$ cat config.mk
export PLATFORM = sky130hd
export DESIGN_NAME = tdfe_sqrt_cell
export DESIGN_NICKNAME = d
export VERILOG_FILES = /design/src/sv/tdfe_pkg.sv /design/src/sv/tdfe_sqrt_cell.sv
export SDC_FILE = /design/constraint.sdc
export NUM_CORES = 1
export LEC_CHECK = 0
export BUFFER_PORTS_ARGS = -buffer_cell sky130_fd_sc_hd__buf_2
export CAP_MARGIN = 30
export CORE_MARGIN = 4
export CORE_UTILIZATION = 40
export CTS_CLUSTER_SIZE = 20
export DETAILED_ROUTE_END_ITERATION = 8
export PLACE_DENSITY_LB_ADDON = 0.12
export REMOVE_ABC_BUFFERS = 1
export SYNTH_ARGS = -nofsm -noshare
export SYNTH_HDL_FRONTEND = slang
export SYNTH_SLANG_ARGS = --single-unit
$ cat constraint.sdc
create_clock -name clk -period 1.25 [get_ports clk]
set_input_delay 0.0625 -clock clk [delete_from_list [all_inputs] [get_ports clk]]
set_output_delay 0.0625 -clock clk [all_outputs]
set_load 0.05 [all_outputs]
$ cat src/sv/tdfe_pkg.sv
`default_nettype none
// ---------------------------------------------------------------------------
// tdfe_pkg
// Widths, fixed-point constants, arctangent table and sideband records
// shared by the slope direction and tilt datapath.
// ---------------------------------------------------------------------------
package tdfe_pkg;

    localparam int XW        = 32;  // CORDIC x/y
    localparam int ZW        = 22;  // angle, pi/2^20 units
    localparam int QW        = 30;  // Q28 magnitudes
    localparam int NUMW      = 30;
    localparam int DW        = 30;
    localparam int REMW      = 31;
    localparam int QTW       = 29;
    localparam int SQW       = 57;
    localparam int DIV_STEPS = 29;
    localparam int SQ_STEPS  = 29;

    localparam logic signed [XW-1:0] GAIN     = 32'sd163008218;
    localparam logic [27:0]          GAIN_U   = 28'd163008218;
    localparam logic [26:0]          RECIP45  = 27'd95443718;
    localparam logic [QW-1:0]        QONE     = 30'h1000_0000;
    localparam logic [QTW-1:0]       QONE_Z   = 29'h1000_0000;
    localparam logic signed [ZW-1:0] QUARTER  = 22'sd524288;
    localparam logic [SQW-1:0]       SQ_TOP   = 57'h100_0000_0000_0000;

    typedef struct packed {
        logic p_le0;
        logic r_le0;
    } quad_t;

    typedef struct packed {
        logic zero;
        logic quart;
    } ang_flags_t;

    typedef struct packed {
        quad_t      quad;
        ang_flags_t flags;
    } rot_side_t;

    typedef struct packed {
        quad_t             quad;
        logic [QW-1:0]     a;
        logic [QW-1:0]     b;
        logic [NUMW-1:0]   num;
    } v1_side_t;

    typedef struct packed {
        quad_t                 quad;
        logic                  deg;
        logic                  ovf;
        logic signed [ZW-1:0]  ang;
    } div_side_t;

    typedef struct packed {
        quad_t                 quad;
        logic                  deg;
        logic signed [ZW-1:0]  ang;
        logic [QTW-1:0]        zq;
    } sq_side_t;

    typedef struct packed {
        quad_t                 quad;
        logic                  deg;
        logic signed [ZW-1:0]  ang;
        logic                  y0;
        logic                  x0;
    } v2_side_t;

    function automatic logic signed [ZW-1:0] atan_at(input int i);
        case (i)
            0:       return 22'sd262144;
            1:       return 22'sd154753;
            2:       return 22'sd81767;
            3:       return 22'sd41506;
            4:       return 22'sd20834;
            5:       return 22'sd10427;
            6:       return 22'sd5215;
            7:       return 22'sd2608;
            8:       return 22'sd1304;
            9:       return 22'sd652;
            10:      return 22'sd326;
            11:      return 22'sd163;
            12:      return 22'sd81;
            13:      return 22'sd41;
            14:      return 22'sd20;
            15:      return 22'sd10;
            16:      return 22'sd5;
            17:      return 22'sd3;
            18:      return 22'sd1;
            19:      return 22'sd1;
            default: return 22'sd0;
        endcase
    endfunction

endpackage
`default_nettype wire

$ cat src/sv/tdfe_sqrt_cell.sv
`default_nettype none
// ---------------------------------------------------------------------------
// tdfe_sqrt_cell
// One digit step of the integer square root (binary restoring method).
// ---------------------------------------------------------------------------
module tdfe_sqrt_cell #(
    parameter int STEP   = 0,
    parameter int SIDE_W = 1
) (
    input  wire logic                        clk,
    input  wire logic                        rst_n,
    input  wire logic                        en,
    input  wire logic                        vld_in,
    input  wire logic [tdfe_pkg::SQW-1:0]    v_in,
    input  wire logic [tdfe_pkg::SQW-1:0]    r_in,
    input  wire logic [SIDE_W-1:0]           side_in,
    output logic                             vld_out,
    output logic [tdfe_pkg::SQW-1:0]         v_out,
    output logic [tdfe_pkg::SQW-1:0]         r_out,
    output logic [SIDE_W-1:0]                side_out
);
    import tdfe_pkg::*;

    localparam logic [SQW-1:0] BIT = SQW'(1) << (2 * (SQ_STEPS - 1 - STEP));

    logic              vld_reg;
    logic [SQW-1:0]    v_reg, r_reg, v_next, r_next, s;
    logic [SIDE_W-1:0] side_reg;
    logic              ge;

    always_comb
    begin
        s  = r_in + BIT;
        ge = v_in >= s;
        if (ge)
        begin
            v_next = v_in - s;
            r_next = (r_in >> 1) + BIT;
        end
        else
        begin
            v_next = v_in;
            r_next = r_in >> 1;
        end
    end

    always_ff @(posedge clk or negedge rst_n)
    begin
        if (!rst_n)
            vld_reg <= 1'b0;
        else if (en)
            vld_reg <= vld_in;
    end

    always_ff @(posedge clk)
    begin
        if (en)
        begin
            v_reg    <= v_next;
            r_reg    <= r_next;
            side_reg <= side_in;
        end
    end

    assign vld_out  = vld_reg;
    assign v_out    = v_reg;
    assign r_out    = r_reg;
    assign side_out = side_reg;

endmodule
`default_nettype wire

Yosys cells after proc, flatten, opt, wreduce, memory -nomap -nowiden
Cells that the tools add are included.

Register bits: 116. Bits of input ports: 119. Word-level logic and storage cells: 11.

Add/sub/neg operators: 3. Order comparisons: 1. Muxes and demuxes: 2.

Operators by type and width (number): adder 56 x 57 -> 57 bit, second input constant (1); adder 57 bit, second input constant (1); >= comparator 57 bit (1); two-way mux 57 bit (1); subtractor 57 bit (1); two-way mux 56 bit (1).

Depth between registers and ports, before layout
Depth in word-level cells: 3. Mapped depth: 15. Mapped depth without buffers: 13.

Least setup slack after synthesis
Ideal clock, no wire load.

Path kind: input -> register. Start: in r_in[7] in the netlist's numbering. End: reg v_reg[28] (netlist: v_out[28]) (data pin). Arrival: 2662 ps. Required time: 990 ps. Path slack: -1672 ps. Stages on the path: 14. Cell sequence: inv_1 ha_1 and4_4 o211ai_2 a31oi_4 o21ai_4 o41ai_4 a21oi_4 o21ai_4 a211oi_4 nor2_2 buf_6 buf_12 mux2_4.

Longest elaborated chain between the ends: 3. Elaborated cells on any way between the ends: 4. Those cells by class: 2 x add/sub; 1 x order compare; 1 x mux.

Ends and longest elaborated chain: from (decl) (RTL line tdfe_sqrt_cell.sv:15) `input wire logic [tdfe_pkg::SQW-1:0] r_in,`; adder 57 bit (*) (RTL line tdfe_sqrt_cell.sv:33) `s = r_in + BIT;`; subtractor 57 bit or >= comparator 57 bit (tied branches) (RTL line tdfe_sqrt_cell.sv:37, tdfe_sqrt_cell.sv:34); two-way mux 57 bit (*) (RTL line tdfe_sqrt_cell.sv:35) `if (ge)`; named net v_next[28] (RTL line tdfe_sqrt_cell.sv:27) `logic [SQW-1:0] v_reg, r_reg, v_next, r_next, s;`; to (signal assigned) (RTL line tdfe_sqrt_cell.sv:59) `v_reg <= v_next;`; to (decl) (RTL line tdfe_sqrt_cell.sv:27).

Mark *: on every way through the listed nets, which the timed path passes. The rest lies on a longest branch. A chain may end at the register's enable or synchronous reset.

Worst setup path after layout
Start: in v_in[10] in the netlist's numbering. End: reg v_reg[55] (netlist: v_out[55]) (data pin).

Longest elaborated chain between the ends: 2. Elaborated cells on any way between the ends: 3. Those cells by class: 1 x add/sub; 1 x order compare; 1 x mux.

Ends and longest elaborated chain: from (decl) (RTL line tdfe_sqrt_cell.sv:14) `input wire logic [tdfe_pkg::SQW-1:0] v_in,`; subtractor 57 bit or >= comparator 57 bit (tied branches) (RTL line tdfe_sqrt_cell.sv:37, tdfe_sqrt_cell.sv:34); two-way mux 57 bit (*) (RTL line tdfe_sqrt_cell.sv:35); named net v_next[55] (RTL line tdfe_sqrt_cell.sv:27).

Marks and branches as above.

==> impl_metrics.env <==
export IMPL_synth_warnings=0
export IMPL_cts_max_level=4
export IMPL_dieArea_um2=22200
export IMPL_worstPathArrival_ns=2.65
export IMPL_dp_hpwl_um=18200
export IMPL_core_um2=19500
export IMPL_wl_per_cell_um=17.0
export IMPL_rows=51
export IMPL_first_pass_iters=5
export IMPL_drt_iter0_markers=391
export IMPL_final_max_slew_violation_count=0
export IMPL_drcViolationCount=0
export IMPL_maxCapViolations=0
export IMPL_avgSynthCellArea_um2=10.7
export IMPL_area_growth_pct=73.3
export IMPL_ir_drop_uv=951
export IMPL_clk_pin_slew_worst_paths_ns=0.06
export IMPL_setup_violations=58
export IMPL_hold_worst_slack_ns=0.0114
export IMPL_grt_pass1_wl_um=42200
export IMPL_tritoncts="yes"
export IMPL_failed_checks="negative setup slack"
export IMPL_nets=1497
export IMPL_synth_edf_count=115
export IMPL_final_cells=1600
export IMPL_fmax_mhz=403
export IMPL_start_kind="input port"
export IMPL_hold_start="v_in[9]"
export IMPL_hold_viol=0
export IMPL_io_pins=235
export IMPL_crit_path_end_kind="register"
export IMPL_cts_buffer_depth=2
export IMPL_hold_depth=2
export IMPL_grt_antenna_before_repair=2
export IMPL_powerDensity_nw_per_um2=1230
export IMPL_fin_skew_ns=0
export IMPL_grt_setup_unrepaired="yes"
export IMPL_async_reset_ff_share_pct=0.862
export IMPL_cp_max_fo=4
export IMPL_outcome="complete, but fails checks"
export IMPL_cp_slowest_stage_delay_ns=0.34
export IMPL_place_ws_ns=-1.96
export IMPL_fin_setup_tns_ns=-68.46
export IMPL_r2r_end="vld_out"
export IMPL_root_buffer="clkbuf_16"
export IMPL_yosys_most_used_dff="edfxtp_1"
export IMPL_overflow=0
export IMPL_start_util_pct=40.8
export IMPL_drt_total_wl_um=27100
export IMPL_crit_chain="buf_2 > ha_4 > and4_4 > o211ai_4 > a31oi_4 > o31a_1 > o21ai_2 > buf_4 > o41ai_4 > a41oi_2 > a41oi_2 > xor2_1 > mux2_4"
export IMPL_gp_congestion=0.891
export IMPL_cp_data_required_time_ns=1.42
export IMPL_worstSetupPathType="in2reg"
export IMPL_r2r_slack_ns=0.51
export IMPL_setup_ws_ns=-1.23
export IMPL_numCtsBuffers=17
export IMPL_ant_nets=0
export IMPL_synth_most_common_cell="edfxtp_1"
export IMPL_die_w_um=149
export IMPL_synth_area_leaders="edfxtp_1, ha_1, mux2_4"
export IMPL_reg2regPathDepth=1
export IMPL_synth_area_um2=7960
export IMPL_viasPerCell=4.94
export IMPL_yosysTopAreaCell="edfxtp_1"
export IMPL_io_buffers=234
export IMPL_drive_above_1_share_pct=51.2
export IMPL_grt_pass1_vias=8218
export IMPL_reg2reg_from="vld_out"
export IMPL_grt_max_degree=49
export IMPL_synth_cell_types=64
export IMPL_cp_common_cell="a41oi_2"
export IMPL_synth_top_cell_area_share_pct=43.4
export IMPL_cts_sinks=116
export IMPL_utilization_pct=70.6
export IMPL_p_leak_nw=6.36
export IMPL_die_y_um=149
export IMPL_min_delay_worst_endpoint="v_out[9]"
export IMPL_ys_seq_area_share_pct=43.7
export IMPL_netlist_top_cells_count="edfxtp_1, inv_1, a21oi_1"
export IMPL_grt_use_total_pct=23.9
export IMPL_period_share_pct=198
export IMPL_crit_slowest_cell="o41ai_4"
export IMPL_dp_cells=1427
export IMPL_ys_seq_elements=116
export IMPL_clk_latency_ns=0.42
export IMPL_synth_cells=741
export IMPL_relSlewSlack_pct=62.7
export IMPL_via_count=7903
export IMPL_min_period_ns=2.48
export IMPL_hp_class="in2reg"
export IMPL_worst_slew_pin_transition_ns=0.554
[registers in the layout (all words and copies together), names as in the netlist]
register / cells
r_out: 57
v_out: 57
side_out: 1
vld_out: 1
[repair_timing]
item | CTS | global route
hold buffers | 104 | 0
pin swaps | 34 | 22
endpoints found under the hold margin | 107 | 0
buffers inserted | 24 | 9
cloned | 5 | 1
setup endpoints to repair | 58 | 58
resized for setup | 102 | 61
[layout by cell type (no fill, tap or decap), types with 6 or more instances in the layout]
cell type      Yosys  routed
o21a_1             6       6
edfxtp_1         115     115
o21ai_0           37      27
xor2_1            16      16
o21ai_2            2       9
xnor2_1           36      35
dlygate4sd3_1      0     104
a21oi_2            0       7
buf_2              4     227
inv_1             73      62
inv_2              0       8
mux2_2            28       7
nand3_1           12       8
a21oi_1           68      59
ha_4               0      20
buf_16             0       6
o21bai_1          13      12
nand4_1           14      14
nand2_1           48      46
nor2_1            38      33
clkbuf_16          0      18
a21o_1            33      33
buf_6              1      11
mux2_4            27      48
buf_4              2     237
ha_1              57      36
nor3_1             9       7
[logic make-up (layout without fill, tap and decap cells)]
group | Yosys count | after routing | synth area share [%]
XOR/XNOR | 52 | 52 | 5.72
AND/OR/NAND/NOR | 149 | 149 | 8.96
multiplexers | 57 | 57 | 9.31
adder cells (fa/ha/maj) | 58 | 58 | 9.21
AO/OA/AOI/OAI | 204 | 204 | 17.2
other | 0 | 2 | 0
flip-flops | 116 | 116 | 43.7
buffers and inverters | 105 | 697 | 5.83
[power breakdown]
part	switching (mW)	total [mW]	internal (mW)
registers	0.108	4.93	4.82
logic	3.87	6.97	3.10
clock network	1.90	5.02	3.12
[area by class of cell]
| cell class | instances | area, um^2 |
|---|---|---|
| sequential | 116 | 3480 |
| clock inverter | 14 | 163 |
| clock buffer | 18 | 429 |
| timing repair buffer | 592 | 4390 |
| tap | 265 | 332 |
| fill | 1492 | 5740 |
| multi-input combinational | 520 | 4710 |
| inverter | 73 | 282 |
| antenna | 2 | 5.00 |
[critical path: cells and delay by family]
family | cells | cell delay, ns
xor+xnor | 1 | 0.09
compound gates | 7 | 1.44
fa+ha+maj | 1 | 0.27
buf+inv | 2 | 0.28
mux | 1 | 0.26
simple gates | 1 | 0.24
[per-layer routing]
layer	global-route usage [%]	up-vias	share of wire, %
li1	-	3887	-
met1	31.4	3697	44
met2	39.9	272	48
met3	5.71	43	6.7
met4	6.27	4	1.8
met5	0	-	0.10
[metrics by stage]
step                total power, mW  instance area [um^2]
floorplan                      8.67                  7770
global placement               10.7                 11000
detailed placement             10.7                 11000
CTS                            16.6                 13400
global route                   17.7                 13800
finish                         16.9                 13800
[worst max-delay path by stage]
stage,startpoint,end,slack (ns),depth (start not counted)
2_1_floorplan,r_in[7],v_out[10],-3.26,12
4_1_cts,r_in[8],v_out[52],-1.25,15
5_1_grt,r_in[9],v_out[55],-1.33,14
3_3_place_gp,v_in[0],v_out[42],-1.92,16
6_report,v_in[10],v_out[55],-1.23,13
3_5_place_dp,r_in[20],v_out[55],-1.96,16
(Power assumes the default switching activity.)
