## config.mk

```make
export PLATFORM = sky130hd
export DESIGN_NAME = tdfe_cordic_cell
export DESIGN_NICKNAME = d
export VERILOG_FILES = /design/src/sv/tdfe_pkg.sv /design/src/sv/tdfe_cordic_cell.sv
export SDC_FILE = /design/constraint.sdc
export NUM_CORES = 1
export LEC_CHECK = 0
export ABC_CLOCK_PERIOD_IN_PS = 1300
export BUFFER_PORTS_ARGS = -buffer_cell sky130_fd_sc_hd__clkbuf_2
export CAP_MARGIN = 20
export CORE_MARGIN = 1
export CORE_UTILIZATION = 57
export CTS_CLUSTER_SIZE = 40
export DETAILED_ROUTE_END_ITERATION = 16
export PLACE_DENSITY = 0.91
export SLEW_MARGIN = 20
export SYNTH_ARGS = -nofsm -noshare
export SYNTH_HDL_FRONTEND = slang
export SYNTH_SLANG_ARGS = --single-unit
```

## constraint.sdc

```tcl
create_clock -name clk -period 1.3 [get_ports clk]
set_clock_uncertainty 0.2 [all_clocks]
set_input_delay 0.26 -clock clk [delete_from_list [all_inputs] [get_ports clk]]
set_output_delay 0.26 -clock clk [all_outputs]
set_load 0.01 [all_outputs]
```

## src/sv/tdfe_pkg.sv

```systemverilog
`default_nettype none
// ---------------------------------------------------------------------------
// tdfe_pkg
// Widths, fixed-point constants, arctangent table and sideband records
// shared by the slope direction and tilt datapath.
// ---------------------------------------------------------------------------
package tdfe_pkg;

    localparam int XW        = 32;  // CORDIC x/y
    localparam int ZW        = 22;  // angle, pi/2^20 units
    localparam int QW        = 30;  // Q28 magnitudes
    localparam int NUMW      = 30;
    localparam int DW        = 30;
    localparam int REMW      = 31;
    localparam int QTW       = 29;
    localparam int SQW       = 57;
    localparam int DIV_STEPS = 29;
    localparam int SQ_STEPS  = 29;

    localparam logic signed [XW-1:0] GAIN     = 32'sd163008218;
    localparam logic [27:0]          GAIN_U   = 28'd163008218;
    localparam logic [26:0]          RECIP45  = 27'd95443718;
    localparam logic [QW-1:0]        QONE     = 30'h1000_0000;
    localparam logic [QTW-1:0]       QONE_Z   = 29'h1000_0000;
    localparam logic signed [ZW-1:0] QUARTER  = 22'sd524288;
    localparam logic [SQW-1:0]       SQ_TOP   = 57'h100_0000_0000_0000;

    typedef struct packed {
        logic p_le0;
        logic r_le0;
    } quad_t;

    typedef struct packed {
        logic zero;
        logic quart;
    } ang_flags_t;

    typedef struct packed {
        quad_t      quad;
        ang_flags_t flags;
    } rot_side_t;

    typedef struct packed {
        quad_t             quad;
        logic [QW-1:0]     a;
        logic [QW-1:0]     b;
        logic [NUMW-1:0]   num;
    } v1_side_t;

    typedef struct packed {
        quad_t                 quad;
        logic                  deg;
        logic                  ovf;
        logic signed [ZW-1:0]  ang;
    } div_side_t;

    typedef struct packed {
        quad_t                 quad;
        logic                  deg;
        logic signed [ZW-1:0]  ang;
        logic [QTW-1:0]        zq;
    } sq_side_t;

    typedef struct packed {
        quad_t                 quad;
        logic                  deg;
        logic signed [ZW-1:0]  ang;
        logic                  y0;
        logic                  x0;
    } v2_side_t;

    function automatic logic signed [ZW-1:0] atan_at(input int i);
        case (i)
            0:       return 22'sd262144;
            1:       return 22'sd154753;
            2:       return 22'sd81767;
            3:       return 22'sd41506;
            4:       return 22'sd20834;
            5:       return 22'sd10427;
            6:       return 22'sd5215;
            7:       return 22'sd2608;
            8:       return 22'sd1304;
            9:       return 22'sd652;
            10:      return 22'sd326;
            11:      return 22'sd163;
            12:      return 22'sd81;
            13:      return 22'sd41;
            14:      return 22'sd20;
            15:      return 22'sd10;
            16:      return 22'sd5;
            17:      return 22'sd3;
            18:      return 22'sd1;
            19:      return 22'sd1;
            default: return 22'sd0;
        endcase
    endfunction

endpackage
`default_nettype wire

```

## src/sv/tdfe_cordic_cell.sv

```systemverilog
`default_nettype none
// ---------------------------------------------------------------------------
// tdfe_cordic_cell
// One CORDIC micro-rotation stage, rotation or vectoring mode, with valid
// and a sideband word carried alongside.
// ---------------------------------------------------------------------------
module tdfe_cordic_cell #(
    parameter bit VECTOR = 1'b0,
    parameter int STAGE  = 0,
    parameter int SIDE_W = 1
) (
    input  wire logic                            clk,
    input  wire logic                            rst_n,
    input  wire logic                            en,
    input  wire logic                            vld_in,
    input  wire logic signed [tdfe_pkg::XW-1:0]  x_in,
    input  wire logic signed [tdfe_pkg::XW-1:0]  y_in,
    input  wire logic signed [tdfe_pkg::ZW-1:0]  z_in,
    input  wire logic [SIDE_W-1:0]               side_in,
    output logic                                 vld_out,
    output logic signed [tdfe_pkg::XW-1:0]       x_out,
    output logic signed [tdfe_pkg::XW-1:0]       y_out,
    output logic signed [tdfe_pkg::ZW-1:0]       z_out,
    output logic [SIDE_W-1:0]                    side_out
);
    import tdfe_pkg::*;

    localparam logic signed [ZW-1:0] ANG = atan_at(STAGE);

    logic                 vld_reg;
    logic signed [XW-1:0] x_reg, y_reg, x_next, y_next, xs, ys;
    logic signed [ZW-1:0] z_reg, z_next;
    logic [SIDE_W-1:0]    side_reg;
    logic                 up;

    always_comb
    begin
        xs = x_in >>> STAGE;
        ys = y_in >>> STAGE;
        up = VECTOR ? y_in[XW-1] : !z_in[ZW-1];
        if (up)
        begin
            x_next = x_in - ys;
            y_next = y_in + xs;
            z_next = z_in - ANG;
        end
        else
        begin
            x_next = x_in + ys;
            y_next = y_in - xs;
            z_next = z_in + ANG;
        end
    end

    always_ff @(posedge clk or negedge rst_n)
    begin
        if (!rst_n)
            vld_reg <= 1'b0;
        else if (en)
            vld_reg <= vld_in;
    end

    always_ff @(posedge clk)
    begin
        if (en)
        begin
            x_reg    <= x_next;
            y_reg    <= y_next;
            z_reg    <= z_next;
            side_reg <= side_in;
        end
    end

    assign vld_out  = vld_reg;
    assign x_out    = x_reg;
    assign y_out    = y_reg;
    assign z_out    = z_reg;
    assign side_out = side_reg;

endmodule
`default_nettype wire

```

==> results.md, run 1 <==
* Status: aborted with a tool error
* Step where the flow halted: clock tree synthesis (4_1_cts)
* Error message: [ERROR DPL-0033] detailed placement checks failed during check placement.
* Number of clock sinks seen by CTS at 87
* Setup bufs post-CTS at 32
* Top-level I/O count at 179
* HPWL reported at the end of detailed placement at 27.2 mm
* Number of H-tree branching levels at 3
* Cells after Synth at 943
* Number of synthesized flops with an enable pin at 86
* Number of cell rows at 43
* Mean area per synthesized cell at 8.87 sq um
* Fraction of the yosys area taken by sequential cells at 31.2%
* Total CTS buffers at 9
* Flip-flop and latch count after synthesis at 87
* Hold buffers post-CTS at 21
* Number of port buffers at 178
* Maximum buffer depth of the clock tree at 2
* Die extent in y at 123 um
* Unique cell type count in the Yosys netlist at 87
* Count of cells resized by post-cts repair at 204
* Yosys Warn Count at 0
* Effective utilization at floorplan at 59.3%
* Total standard cell area after synthesis at 0.00836 sq mm
* Placed Area at 0.0122 sq mm
* Die extent in x at 123 um
* Clock tree root buffer cell: sky130_fd_sc_hd__clkbuf_16
* Most instantiated flip-flop cell in the synthesis netlist: sky130_fd_sc_hd__edfxtp_1
* Global placement routability congestion at 1.15
* Synthesized Nets at 1,141
* Share of synthesized flip-flops with an asynchronous set or reset at 1.15%
==> metrics by stage <==
| step | hold WS (ps) | TNS (ps) | std cells | worst slack, ps |
|---|---|---|---|---|
| floorplan | -236 | -59290 | 943 | -1390 |
| global placement | -165 | -84120 | 1575 | -1730 |
| detailed placement | -163 | -91540 | 1575 | -1910 |
==> kinds of logic after synthesis <==
| kind of cell | count (synthesis) | share of synthesized area [%] |
|---|---|---|
| buf+inv | 141 | 6.94 |
| simple gates | 225 | 13.4 |
| xor+xnor | 62 | 6.49 |
| mux | 19 | 2.32 |
| compound gates | 302 | 23.4 |
| flops | 87 | 31.2 |
| fa+ha+maj | 107 | 16.3 |
==> cells in the mapped netlist, drive strengths merged, types with 16 or more instances <==
cell type  number  area, sq um
a21o           25          188
a21oi         110          558
buf            28          156
edfxtp         86         2580
ha            104         1300
inv            96          360
mux2i          16          160
nand2          46          175
nand3          17         85.1
nor2           69          259
nor2b          16          113
nor3           25          125
o21ai          64          324
xnor2          54          473
==> run 2: changes to the inputs <==
--- a/config.mk
+++ b/config.mk
@@ -9,10 +9,9 @@
 export BUFFER_PORTS_ARGS = -buffer_cell sky130_fd_sc_hd__clkbuf_2
 export CAP_MARGIN = 20
 export CORE_MARGIN = 1
-export CORE_UTILIZATION = 57
-export CTS_CLUSTER_SIZE = 40
+export CORE_UTILIZATION = 40
 export DETAILED_ROUTE_END_ITERATION = 16
-export PLACE_DENSITY = 0.91
+export PLACE_DENSITY_LB_ADDON = 0.15
 export SLEW_MARGIN = 20
 export SYNTH_ARGS = -nofsm -noshare
 export SYNTH_HDL_FRONTEND = slang
==> run 2 against run 1 <==
The flow now finishes, with violations (setup timing). Synthesized cell count unchanged. Area after synthesis unchanged.
==> results.md, run 2 <==
* HPWL reported at the end of detailed placement at 24.8 mm
* Total length of routed wires at 32.9 mm
* Commonest cells after routing, fill and taps aside: sky130_fd_sc_hd__buf_4, sky130_fd_sc_hd__clkbuf_2, sky130_fd_sc_hd__edfxtp_1
* Number of design rule violations left after detail routing at 0
* Total global routing overflow at 0
* Most common cell in the synthesized netlist: sky130_fd_sc_hd__a21oi_1
* Sort of element at the end of the critical path: flop
* Total standard cell area after synthesis at 0.00836 sq mm
* Clock tree root buffer cell: sky130_fd_sc_hd__clkbuf_16
* Relative slew slack at 51.1%
* Status: complete, but fails checks
* Global-route wire length before repair at 49.7 mm
* Mean routed wirelength per cell at 18.7 um
* Launching element type of the critical path: input pin
* Pin count of the biggest net entering global routing at 27
* Number of port buffers at 178
* Number of clock sinks seen by CTS at 87
* Initial DRC Count at 668
* Arrival time of the worst setup path at 2580 ps
* P per Cell Area at 873 mW/mm^2
* Setup repair after global routing missed its margin: yes
* Yosys Warn Count at 0
* Min Tclk post-route at 2690 ps
* Min-delay worst type: input pin to flop
* Source-to-sink clock delay at the later pin of the worst-skew pair at 350 ps
* Max IR drop VDD at 0.551 mV
* Global placement routability congestion at 0.922
* Clock tree from TritonCTS: yes
* Top-level I/O count at 179
* Number of vias per cell after detailed routing at 5.30
* Die area at 0.0215 sq mm
* Number of cell rows at 52
* Standard cell core area at 0.0204 sq mm
* Final cell count without fillers at 1,759
* Violations in the final reports: setup timing
* Flip-flop and latch count after synthesis at 87
* First-pass detailed-route iteration total at 5
* Mean area per synthesized cell at 8.87 sq um
* Total via count in the routed design at 9,330
* Total CTS buffers at 9
* Highest fanout seen on the critical path at 5
* Die extent in y at 147 um
* Flip-flop count of the largest register after layout at 32
* Most instantiated flip-flop cell in the synthesis netlist: sky130_fd_sc_hd__edfxtp_1
* Count of final max-slew check failures at 0
* Share of synthesized flip-flops with an asynchronous set or reset at 1.15%
* Layout cell share with drive strength beyond 1 at 54.3%
* Effective utilization at floorplan at 41.1%
* Die extent in x at 147 um
* Final #Nets at 1,683
* Cells after Synth at 943
* Area Growth Syn to Fin at 74.9%
* Final count of hold timing violations at 0
* Type of the worst setup path: input pin to flop
* Flop-to-flop setup slack at 360 ps
* Post-route setup TNS at -62,530 ps
* Via count of the first global-routing pass at 9,230
* Number of synthesized flops with an enable pin at 86
* Area fraction of the dominant cell type after synthesis at 30.9%
* Fin worst setup slack at -1390 ps
* Worst-Margin Slew at 727 ps
* MaxCap Viol Count at 0
* Antenna Cells at 0
* Unique cell type count in the Yosys netlist at 87
* Aggregate global-route resource usage at 29.7%
* Most area-consuming cells after synthesis: sky130_fd_sc_hd__edfxtp_1, sky130_fd_sc_hd__ha_1, sky130_fd_sc_hd__a21oi_1
* Most area-hungry cell type in the Yosys netlist: sky130_fd_sc_hd__edfxtp_1
* CTS clk-pin slew, worst paths at 70 ps
* Remaining antenna violation count after routing at 0
* Timing-limited maximum frequency at 372 MHz
* List of most frequent post-synthesis cells: sky130_fd_sc_hd__a21oi_1, sky130_fd_sc_hd__ha_1, sky130_fd_sc_hd__inv_1, sky130_fd_sc_hd__edfxtp_1, sky130_fd_sc_hd__nor2_1
* Final setup violating endpoints at 130
* Synthesized Nets at 1,141
* Fraction of the yosys area taken by sequential cells at 31.2%
* Total leakage power at 0.00669 uW
* Fin util at 71.8%
* Initial antenna violation count at 0
* Most frequent standard cell in the layout excluding fill and tap cells: sky130_fd_sc_hd__buf_4
* Cell count after placement at 1,684
* Maximum buffer depth of the clock tree at 2
* Fillers at 1,540
* Worst path required time at 1190 ps
* Number of H-tree branching levels at 3
* Share of the cycle needed by the critical path after routing at 207%
## run 2: cell counts after synthesis
No cell type changed its count.
## run 2: layout make-up
cell class	count	area (sq um)	share of cell area, %
Sequential cell	87	2610	17.8
Clock inverter	5	33.8	0.231
Timing Repair Buffer	574	4270	29.2
Inverter	98	427	2.92
Clock buffer	10	229	1.57
Tap cell	270	338	2.31
Multi-Input combinational cell	715	6720	46.0
## run 2: power by group
group	switching, uW	internal [uW]
clock	1200	1290
combinational	3340	3170
sequential	131	3640
total	4660	8110
## run 2: final timing paths
path | startpoint | end | cells after the start
max | x_in[5] | y_out[28] | 13
min | en | z_out[2] | 1
max reg2reg | vld_out | vld_out | 1
min reg2reg | vld_out | vld_out | 1
max in group asynchronous | rst_n | vld_out | 3
min in group asynchronous | rst_n | vld_out | 3
## run 2: what timing repair did
item,4_1_cts,5_1_grt
hold endpoints to repair,21,0
gates resized for setup,182,127
hold buffers,22,0
cloned,0,1
pin swaps,99,84
endpoints found under the setup margin,148,151
setup buffers,26,24
## run 2: kinds of logic (layout without fill, tap and decap cells)
group | Yosys count | in the layout | share of synthesized area [%]
buffers and inverters | 141 | 687 | 6.94
AO/OA/AOI/OAI | 302 | 302 | 23.4
flip-flops | 87 | 87 | 31.2
adder cells (fa/ha/maj) | 107 | 107 | 16.3
XOR/XNOR | 62 | 62 | 6.49
multiplexers | 19 | 19 | 2.32
AND/OR/NAND/NOR | 225 | 225 | 13.4
## run 2: worst max-delay path, stage by stage
cell	delay (ps)
sky130_fd_sc_hd__clkbuf_16	120
sky130_fd_sc_hd__inv_12	30
sky130_fd_sc_hd__ha_4	280
sky130_fd_sc_hd__nor2b_4	40
sky130_fd_sc_hd__or4_4	430
sky130_fd_sc_hd__o211ai_4	260
sky130_fd_sc_hd__buf_6	140
sky130_fd_sc_hd__nand2_4	60
sky130_fd_sc_hd__o211ai_4	190
sky130_fd_sc_hd__o211ai_4	150
sky130_fd_sc_hd__a211oi_4	320
sky130_fd_sc_hd__o32ai_2	130
sky130_fd_sc_hd__xnor2_1	150
## run 2: routing by layer
layer | global-route usage, % | wire [um] | vias up
met2 | 48.6 | 15600 | 350
met1 | 40.0 | 14500 | 4441
met3 | 4.16 | 1920 | 62
met4 | 10.3 | 880 | 0
met5 | 0 | 0 | -
li1 | - | - | 4477
## run 2: through the flow
step	hold slack [ps]	instance area, sq um	worst slack [ps]	total power (uW)
final	32.8	14600	-1390	12800
after global routing	45.1	14600	-1430	13300
after CTS	34.8	14000	-1280	12200
after detailed placement	-163	12500	-1850	9130
after global placement	-165	12500	-1830	9080
after floorplan	-236	8950	-1390	6490
Power figures use the tool's default switching activity.
