`src/sv/tdfe_pkg.sv`:
```
`default_nettype none
// ---------------------------------------------------------------------------
// tdfe_pkg
// Widths, fixed-point constants, arctangent table and sideband records
// shared by the slope direction and tilt datapath.
// ---------------------------------------------------------------------------
package tdfe_pkg;

    localparam int XW        = 32;  // CORDIC x/y
    localparam int ZW        = 22;  // angle, pi/2^20 units
    localparam int QW        = 30;  // Q28 magnitudes
    localparam int NUMW      = 30;
    localparam int DW        = 30;
    localparam int REMW      = 31;
    localparam int QTW       = 29;
    localparam int SQW       = 57;
    localparam int DIV_STEPS = 29;
    localparam int SQ_STEPS  = 29;

    localparam logic signed [XW-1:0] GAIN     = 32'sd163008218;
    localparam logic [27:0]          GAIN_U   = 28'd163008218;
    localparam logic [26:0]          RECIP45  = 27'd95443718;
    localparam logic [QW-1:0]        QONE     = 30'h1000_0000;
    localparam logic [QTW-1:0]       QONE_Z   = 29'h1000_0000;
    localparam logic signed [ZW-1:0] QUARTER  = 22'sd524288;
    localparam logic [SQW-1:0]       SQ_TOP   = 57'h100_0000_0000_0000;

    typedef struct packed {
        logic p_le0;
        logic r_le0;
    } quad_t;

    typedef struct packed {
        logic zero;
        logic quart;
    } ang_flags_t;

    typedef struct packed {
        quad_t      quad;
        ang_flags_t flags;
    } rot_side_t;

    typedef struct packed {
        quad_t             quad;
        logic [QW-1:0]     a;
        logic [QW-1:0]     b;
        logic [NUMW-1:0]   num;
    } v1_side_t;

    typedef struct packed {
        quad_t                 quad;
        logic                  deg;
        logic                  ovf;
        logic signed [ZW-1:0]  ang;
    } div_side_t;

    typedef struct packed {
        quad_t                 quad;
        logic                  deg;
        logic signed [ZW-1:0]  ang;
        logic [QTW-1:0]        zq;
    } sq_side_t;

    typedef struct packed {
        quad_t                 quad;
        logic                  deg;
        logic signed [ZW-1:0]  ang;
        logic                  y0;
        logic                  x0;
    } v2_side_t;

    function automatic logic signed [ZW-1:0] atan_at(input int i);
        case (i)
            0:       return 22'sd262144;
            1:       return 22'sd154753;
            2:       return 22'sd81767;
            3:       return 22'sd41506;
            4:       return 22'sd20834;
            5:       return 22'sd10427;
            6:       return 22'sd5215;
            7:       return 22'sd2608;
            8:       return 22'sd1304;
            9:       return 22'sd652;
            10:      return 22'sd326;
            11:      return 22'sd163;
            12:      return 22'sd81;
            13:      return 22'sd41;
            14:      return 22'sd20;
            15:      return 22'sd10;
            16:      return 22'sd5;
            17:      return 22'sd3;
            18:      return 22'sd1;
            19:      return 22'sd1;
            default: return 22'sd0;
        endcase
    endfunction

endpackage
`default_nettype wire

```
`src/sv/tdfe_div_cell.sv`:
```
`default_nettype none
// ---------------------------------------------------------------------------
// tdfe_div_cell
// One restoring-division step: compare, subtract, shift, one quotient bit.
// ---------------------------------------------------------------------------
module tdfe_div_cell #(
    parameter int SIDE_W = 1
) (
    input  wire logic                          clk,
    input  wire logic                          rst_n,
    input  wire logic                          en,
    input  wire logic                          vld_in,
    input  wire logic [tdfe_pkg::REMW-1:0]     rem_in,
    input  wire logic [tdfe_pkg::DW-1:0]       den_in,
    input  wire logic [tdfe_pkg::QTW-1:0]      q_in,
    input  wire logic [SIDE_W-1:0]             side_in,
    output logic                               vld_out,
    output logic [tdfe_pkg::REMW-1:0]          rem_out,
    output logic [tdfe_pkg::DW-1:0]            den_out,
    output logic [tdfe_pkg::QTW-1:0]           q_out,
    output logic [SIDE_W-1:0]                  side_out
);
    import tdfe_pkg::*;

    logic              vld_reg;
    logic [REMW-1:0]   rem_reg, rem_next, diff, t;
    logic [DW-1:0]     den_reg;
    logic [QTW-1:0]    q_reg, q_next;
    logic [SIDE_W-1:0] side_reg;
    logic              ge;

    always_comb
    begin
        ge       = rem_in >= {1'b0, den_in};
        diff     = rem_in - {1'b0, den_in};
        t        = ge ? diff : rem_in;
        rem_next = {t[REMW-2:0], 1'b0};
        q_next   = {q_in[QTW-2:0], ge};
    end

    always_ff @(posedge clk or negedge rst_n)
    begin
        if (!rst_n)
            vld_reg <= 1'b0;
        else if (en)
            vld_reg <= vld_in;
    end

    always_ff @(posedge clk)
    begin
        if (en)
        begin
            rem_reg  <= rem_next;
            den_reg  <= den_in;
            q_reg    <= q_next;
            side_reg <= side_in;
        end
    end

    assign vld_out  = vld_reg;
    assign rem_out  = rem_reg;
    assign den_out  = den_reg;
    assign q_out    = q_reg;
    assign side_out = side_reg;

endmodule
`default_nettype wire

```
`config.mk`:
```
export PLATFORM = sky130hd
export DESIGN_NAME = tdfe_div_cell
export DESIGN_NICKNAME = d
export VERILOG_FILES = /design/src/sv/tdfe_pkg.sv /design/src/sv/tdfe_div_cell.sv
export SDC_FILE = /design/constraint.sdc
export NUM_CORES = 1
export LEC_CHECK = 0
export ABC_AREA = 1
export BUFFER_PORTS_ARGS = -buffer_cell sky130_fd_sc_hd__buf_2
export CAP_MARGIN = 15
export CORE_MARGIN = 2
export CORE_UTILIZATION = 55
export CTS_CLUSTER_SIZE = 25
export DETAILED_ROUTE_END_ITERATION = 16
export PLACE_DENSITY = 0.86
export SETUP_SLACK_MARGIN = 0.02
export SYNTH_ARGS = -nofsm -noshare
export SYNTH_HDL_FRONTEND = slang
export SYNTH_SLANG_ARGS = --single-unit
```
`constraint.sdc`:
```
create_clock -name clk -period 1.2 [get_ports clk]
set_input_delay 0.12 -clock clk [delete_from_list [all_inputs] [get_ports clk]]
set_output_delay 0.12 -clock clk [all_outputs]
set_load 0.05 [all_outputs]
```
==> results of run 1 <==
[metrics by stage]
stage	instance area (µm²)	setup slack, ns	util	instances	TNS, ns
after floorplan	6120	-0.433	-	707	-12.43
after global placement	8000	-0.670	0.811	1120	-19.92
after detailed placement	8000	-0.761	0.811	1120	-21.91
after CTS	9440	-0.336	0.957	1223	-9.41
[logic make-up after synthesis]
family | synth area share
and+or+nand+nor | 0.274
buffers and inverters | 0.119
DFF | 0.483
muxes | 0.00199
adders and majority gates | 0.0700
xor gates and xnor gates | 0.0217
other | 0.000664
AOI/OAI and AO/OA | 0.0295
[repair_timing]
action | 4_1_cts
pin swaps | 55
gates cloned | 3
gates resized for setup | 108
endpoints found under the hold margin | 60
endpoints found under the setup margin | 32
hold buffers | 60
setup buffers | 24
==> flow_summary.toml, run 1 <==
[run_status]
status = "did not finish"
lastStage = "global routing"
error = "[ERROR DPL-0038] Utilization greater than 100%, impossible to legalize"

[synthesis]
synth.most_common_cell = "nand2_1"
yosys-top-cells-count = "nand2_1 (245), inv_1 (160), edfxtp_1 (90), nand3_1 (61), nor2_1 (39)"
synth_edf_count = 90
ys_ff_latch = 91
synthCells = 707
synth_cell_types = 31
synth-main-ff-cell = "edfxtp_1"
ys_async_sr_fraction = 0.0110
synthesis.area_um2 = 5650
synth-seq-area-share = 0.483
syn_nets = 833
yosysTopAreaCell = "edfxtp_1"
avgSynthCellArea_um2 = 7.99
synth_top_area_frac = 0.479
ys.warnings.count = 0
netlist_top_cells_area = "edfxtp_1 (48%), nand2_1 (16%), inv_1 (11%)"

[die]
die_w_um = 105
die_y_um = 105
core.rowCount = 36
initial_utilization = 0.573
ios = 187

[placed_design]
io_buffers = 184
routabilityCongestion = 0.921
dp_hpwl_mm = 14.0

[cts]
cts.path.max_buffers = 2
clkSinkCount = 91
cts_made_buffers = 9
root_buffer = "clkbuf_8"
htree_levels = 3

[timing]
crit_endpoint = "rem_out[20]$_DFFE_PP_/D"
worstEndpointType = "register input"

[global_route]
grt_max_degree = 39
==> inputs of run 2 (changes only) <==
--- a/config.mk
+++ b/config.mk
@@ -9,11 +9,9 @@
 export BUFFER_PORTS_ARGS = -buffer_cell sky130_fd_sc_hd__buf_2
 export CAP_MARGIN = 15
 export CORE_MARGIN = 2
-export CORE_UTILIZATION = 55
-export CTS_CLUSTER_SIZE = 25
+export CORE_UTILIZATION = 40
 export DETAILED_ROUTE_END_ITERATION = 16
-export PLACE_DENSITY = 0.86
-export SETUP_SLACK_MARGIN = 0.02
+export PLACE_DENSITY_LB_ADDON = 0.15
 export SYNTH_ARGS = -nofsm -noshare
 export SYNTH_HDL_FRONTEND = slang
 export SYNTH_SLANG_ARGS = --single-unit
==> run 2 against run 1 <==
The flow now finishes, with violations (negative setup slack). Synthesized cell count unchanged. Synthesized area unchanged.
==> flow_summary.toml, run 2 <==
[run_status]
status = "complete, but fails checks"
violations = "negative setup slack"

[global_route]
antenna_found_initial = 0
globalRouteMet2Util = 0.378
grt_max_degree = 24
grt_pass1_wl_mm = 25.7
grt_busiest_layer = "met2"
gr-total-overflow = 0
met1_usage = 0.280
grt_pass1_vias = 5517
grt_util_all_layers = 0.222
global_route.usage.met3 = 0.0465

[power]
fin_total_pwr_w = 0.0116
p_switching_w = 0.00421
p_int_w = 0.00742
comb_power_share = 0.407
switching_share = 0.362
power_frac_clock = 0.252
p_leak_nw = 5.00
seqPwrFrac = 0.341
vdd_drop_max_mv = 0.685
p_per_area_nw_per_um2 = 1150

[timing]
slew_viol_final = 0
whs_ns = 0.0640
skew_ns = 0
hold_viol = 0
period_needed_ns = 1.54
tns_ns = -9.68
worst_slack_ns = -0.340
rsz0062_at_grt = "yes"
fin_crit_sh = 1.28
setup_violations = 31
fmax_mhz = 649

[die]
dieArea_um2 = 15100
core.rowCount = 43
initial_utilization = 0.408
ios = 187
die_y_um = 123
core_area_um2 = 13800
die_w_um = 123

[cts]
cts_tree = "yes"
clock_latency_ns = 0.35
htree_levels = 3
cts_made_buffers = 9
clkSinkCount = 91
root_buffer = "clkbuf_16"
clk_pin_slew_worst_paths_ns = 0.07
cts.path.max_buffers = 2

[critical_path]
critical-path-top-delay-family = "simple AND/OR/NAND/NOR gates"
crit_path_top_delay_cell = "ha_4"
critPathRequiredTime_ns = 1.30
r2r_slack_ns = 0.46
cp-start-kind = "primary input"
crit_path_cell_trace = "buf_2, ha_4, nand2_4, inv_2, nand2_1, nand2_2, inv_2, nand2_2, nand2_2, nand2_2, nand2_2, nand3_4, buf_6, buf_16, nand2_2, o21ai_1"
cp_common_cell = "nand2_2"
r2r_start = "vld_out$_DFFE_PN0P_"
arrival_ns = 1.64
max_stage_delay_ns = 0.26
critPathCaptureType = "register"
r2r-end = "vld_out$_DFFE_PN0P_"
r2r_cells = 1
critical_path.max_fanout = 6
cp.buffers_inverters = 5
worstSetupPathType = "in -> reg"

[synthesis]
ys_async_sr_fraction = 0.0110
synthesis.area_um2 = 5650
synth.most_common_cell = "nand2_1"
yosys-top-cells-count = "nand2_1 (245), inv_1 (160), edfxtp_1 (90), nand3_1 (61), nor2_1 (39)"
ys_ff_latch = 91
yosysTopAreaCell = "edfxtp_1"
synth_edf_count = 90
ys.warnings.count = 0
synth_cell_types = 31
netlist_top_cells_area = "edfxtp_1 (48%), nand2_1 (16%), inv_1 (11%)"
synthCells = 707
synth-seq-area-share = 0.483
synth-main-ff-cell = "edfxtp_1"
synth_top_area_frac = 0.479
avgSynthCellArea_um2 = 7.99
syn_nets = 833

[detailed_routing]
initialDrtViolationCount = 315
routedWlPerCell_um = 14.1
drtPass1Iterations = 5
drtAntennaViolNets = 0
num_vias = 5864
drc = 0
vias_per_cell = 4.60
drt_wl_total_mm = 18.0

[placed_design]
place_ws_ns = -0.708
routabilityCongestion = 0.871
io_buffers = 184
dp_cells = 1170
dp_hpwl_mm = 12.6

[final_layout]
syn_to_final_growth_pct = 79.1
final_common_cell = "buf_2"
final_cells = 1274
drive_gt1_frac = 0.525
antenna_cells = 0
final_nets = 1215
most-common-layout-cells = "buf_2 (168), nand2_1 (148), inv_1 (121), buf_4 (116), edfxtp_1 (90)"

[flow_run]
max_cap_violations = 0

[hold_path]
hold_path.class = "in -> async"
[run 2: cell counts after synthesis]
No cell type changed its count.
[run 2: cells by family after synthesis]
| group | count (synthesis) | share of synthesized area |
|---|---|---|
| compound gates | 30 | 0.0295 |
| xor+xnor | 14 | 0.0217 |
| fa+ha+maj | 31 | 0.0700 |
| buf+inv | 169 | 0.119 |
| flops | 91 | 0.483 |
| mux | 1 | 0.00199 |
| other cells | 1 | 0.000664 |
| simple gates | 370 | 0.274 |
[run 2: layer usage]
layer | up-vias | share of wire
met5 | - | 0
met4 | 0 | 0.018
met3 | 27 | 0.069
met2 | 210 | 0.49
met1 | 2648 | 0.43
li1 | 2979 | -
[run 2: how the worst max path moves through the flow]
stage | to | cells past startpoint | startpoint
2_1_floorplan | rem_out[28]$_DFFE_PP_ | 10 | den_in[15]
4_1_cts | rem_out[13]$_DFFE_PP_ | 14 | rem_in[28]
5_1_grt | rem_out[26]$_DFFE_PP_ | 16 | den_in[2]
3_5_place_dp | rem_out[9]$_DFFE_PP_ | 12 | den_in[26]
3_3_place_gp | rem_out[13]$_DFFE_PP_ | 11 | den_in[19]
6_report | rem_out[14]$_DFFE_PP_ | 16 | rem_in[6]
[run 2: area by class of cell]
class | count | area, µm²
Tap cell | 180 | 225
Fill cell | 1022 | 3710
Inverter | 162 | 636
Timing Repair Buffer | 378 | 2880
Clock buffer | 11 | 243
Clock inverter | 5 | 60.1
Sequential cell | 91 | 2730
Multi-Input combinational cell | 447 | 3340
[run 2: power by group through the flow]
stage          Combinational, W  Clock [W]  Sequential, W
5_1_grt                 0.00504    0.00310        0.00400
3_3_place_gp            0.00379          0        0.00403
6_report                0.00473    0.00293        0.00397
2_1_floorplan           0.00131          0        0.00521
3_5_place_dp            0.00382          0        0.00404
4_1_cts                 0.00428    0.00298        0.00397
[run 2: what timing repair did]
| action | 4_1_cts | 5_1_grt |
|---|---|---|
| cloned | 3 | 2 |
| setup buffers | 8 | 14 |
| hold buffers | 61 | 0 |
| endpoints found under the setup margin | 31 | 31 |
| gates resized for setup | 75 | 160 |
| endpoints found under the hold margin | 61 | 0 |
| pin swaps | 19 | 95 |
[run 2: through the flow]
stage / util / cell area [µm²]
floorplan: - / 6120
global placement: 0.585 / 8090
detailed placement: 0.585 / 8090
CTS: 0.681 / 9420
global route: 0.731 / 10100
finish: 0.731 / 10100
(Power assumes the default switching activity.)
==> inputs of run 3 (changes only) <==
--- a/config.mk
+++ b/config.mk
@@ -9,9 +9,10 @@
 export BUFFER_PORTS_ARGS = -buffer_cell sky130_fd_sc_hd__buf_2
 export CAP_MARGIN = 15
 export CORE_MARGIN = 2
-export CORE_UTILIZATION = 40
+export CORE_UTILIZATION = 45
 export DETAILED_ROUTE_END_ITERATION = 16
 export PLACE_DENSITY_LB_ADDON = 0.15
+export SLEW_MARGIN = 25
 export SYNTH_ARGS = -nofsm -noshare
 export SYNTH_HDL_FRONTEND = slang
 export SYNTH_SLANG_ARGS = --single-unit
==> run 3 against run 2 <==
The flow still finishes with violations (negative setup slack). Worst setup slack got worse by 0.10 ns. Critical path type unchanged. Routed wire length rose by 39%. Clock skew did not move. Worst hold slack got worse by 0.044 ns. Count of clock-buffer cells in the layout fell by 2.
==> flow_summary.toml, run 3 (synthesis results as in run 2) <==
[placed_design]
io_buffers = 184
routabilityCongestion = 0.858
dp_hpwl_mm = 13.6
place_ws_ns = -0.750
dp_cells = 1161

[die]
die_w_um = 116
die_y_um = 116
core_area_um2 = 12100
ios = 187
dieArea_um2 = 13500
initial_utilization = 0.466
core.rowCount = 40

[global_route]
antenna_found_initial = 1
grt_pass1_vias = 6400
grt_max_degree = 30
grt_pass1_wl_mm = 32.9
grt_util_all_layers = 0.326
gr-total-overflow = 0

[detailed_routing]
initialDrtViolationCount = 627
drc = 0
drtPass1Iterations = 7
drt_wl_total_mm = 25.0
drtAntennaViolNets = 0
routedWlPerCell_um = 19.7
vias_per_cell = 5.23
num_vias = 6641

[final_layout]
seq_area_um2 = 2730
antenna_cells = 0
final_util = 0.843
fillers = 677
drive_gt1_frac = 0.535
final_nets = 1223
final_common_cell = "buf_2"
final_cells = 1270
syn_to_final_growth_pct = 80.8
most-common-layout-cells = "buf_2 (164), nand2_1 (150), buf_4 (130), inv_1 (120), edfxtp_1 (90)"
multiInputGateArea_um2 = 3420

[critical_path]
arrival_ns = 1.75
critPathCaptureType = "register"
worstSetupPathType = "in -> reg"
worstSetupStartpoint = "den_in[22]"
r2r_start = "vld_out$_DFFE_PN0P_"
crit_path_cell_trace = "buf_2, inv_2, ha_4, nand2_1, nor2_2, nand2_2, nor2_4, a41oi_4, clkbuf_16, nand3_2, nand2_2"
crit_path_top_delay_cell = "ha_4"
critical-path-top-delay-family = "simple AND/OR/NAND/NOR gates"
r2r_slack_ns = 0.41
crit_cells = 11
critPathRequiredTime_ns = 1.30
crit_path_end = "rem_out[15]$_DFFE_PP_"
max_stage_delay_ns = 0.29
r2r_cells = 1
critical_path.max_fanout = 8
cp_common_cell = "nand2_2"
r2r-end = "vld_out$_DFFE_PN0P_"
cp.buffers_inverters = 3
cp-start-kind = "primary input"

[cts]
clock_latency_ns = 0.35
htree_levels = 3
cts.path.max_buffers = 2
clkSinkCount = 91
cts_made_buffers = 9
cts_tree = "yes"
root_buffer = "clkbuf_16"
clk_pin_slew_worst_paths_ns = 0.07

[timing]
setup_violations = 34
fin_crit_sh = 1.37
rsz0062_at_grt = "yes"
hold_viol = 0
skew_ns = 0
worst_slack_ns = -0.443
slew_viol_final = 0
whs_ns = 0.0200
period_needed_ns = 1.64
fmax_mhz = 609
tns_ns = -10.71

[power]
vdd_drop_max_mv = 0.779
p_per_area_nw_per_um2 = 1200
p_leak_nw = 5.08

[run_status]
status = "complete, but fails checks"
violations = "negative setup slack"

[flow_run]
max_cap_violations = 0

[hold_path]
hold_path.class = "in -> reg"
[run 3: how the worst min path moves through the flow]
stage                                to    from  cells past startpoint
floorplan           vld_out$_DFFE_PN0P_   rst_n                      0
global placement    vld_out$_DFFE_PN0P_   rst_n                      1
detailed placement  vld_out$_DFFE_PN0P_   rst_n                      1
CTS                 vld_out$_DFFE_PN0P_  vld_in                      2
global route        vld_out$_DFFE_PN0P_  vld_in                      2
finish              vld_out$_DFFE_PN0P_  vld_in                      2
[run 3: power breakdown]
group	internal (W)	total (W)	switching (W)
combinational	0.00187	0.00502	0.00315
sequential	0.00390	0.00403	0.000130
clock	0.00184	0.00321	0.00137
[run 3: layout make-up]
| class | count | share of cell area |
|---|---|---|
| Sequential cell | 91 | 0.267 |
| Inverter | 162 | 0.0625 |
| Multi-Input combinational cell | 447 | 0.335 |
| Clock inverter | 7 | 0.00956 |
| Clock buffer | 9 | 0.0221 |
| Tap cell | 168 | 0.0206 |
| Timing Repair Buffer | 386 | 0.283 |
[run 3: per-stage QoR]
| stage | instance area [µm²] | total power (W) |
|---|---|---|
| finish | 10200 | 0.0123 |
| global route | 10200 | 0.0126 |
| CTS | 9790 | 0.0116 |
| detailed placement | 8060 | 0.00788 |
| global placement | 8060 | 0.00782 |
| floorplan | 6120 | 0.00652 |
[run 3: timing repair]
action / in CTS / in global routing
setup buffers: 24 / 8
hold buffers: 60 / 0
resized for setup: 143 / 120
endpoints found under the hold margin: 60 / 0
cloned: 5 / 0
pin swaps: 63 / 54
setup endpoints to repair: 31 / 31
[run 3: layer usage]
metal | routed length [µm] | vias up | track usage | part of all wire
li1 | - | 3000 | - | -
met2 | 11700 | 453 | 0.556 | 0.47
met1 | 9480 | 3061 | 0.402 | 0.38
met5 | 45 | - | 0 | 0.0018
met3 | 2420 | 125 | 0.0664 | 0.097
met4 | 1330 | 2 | 0.139 | 0.053
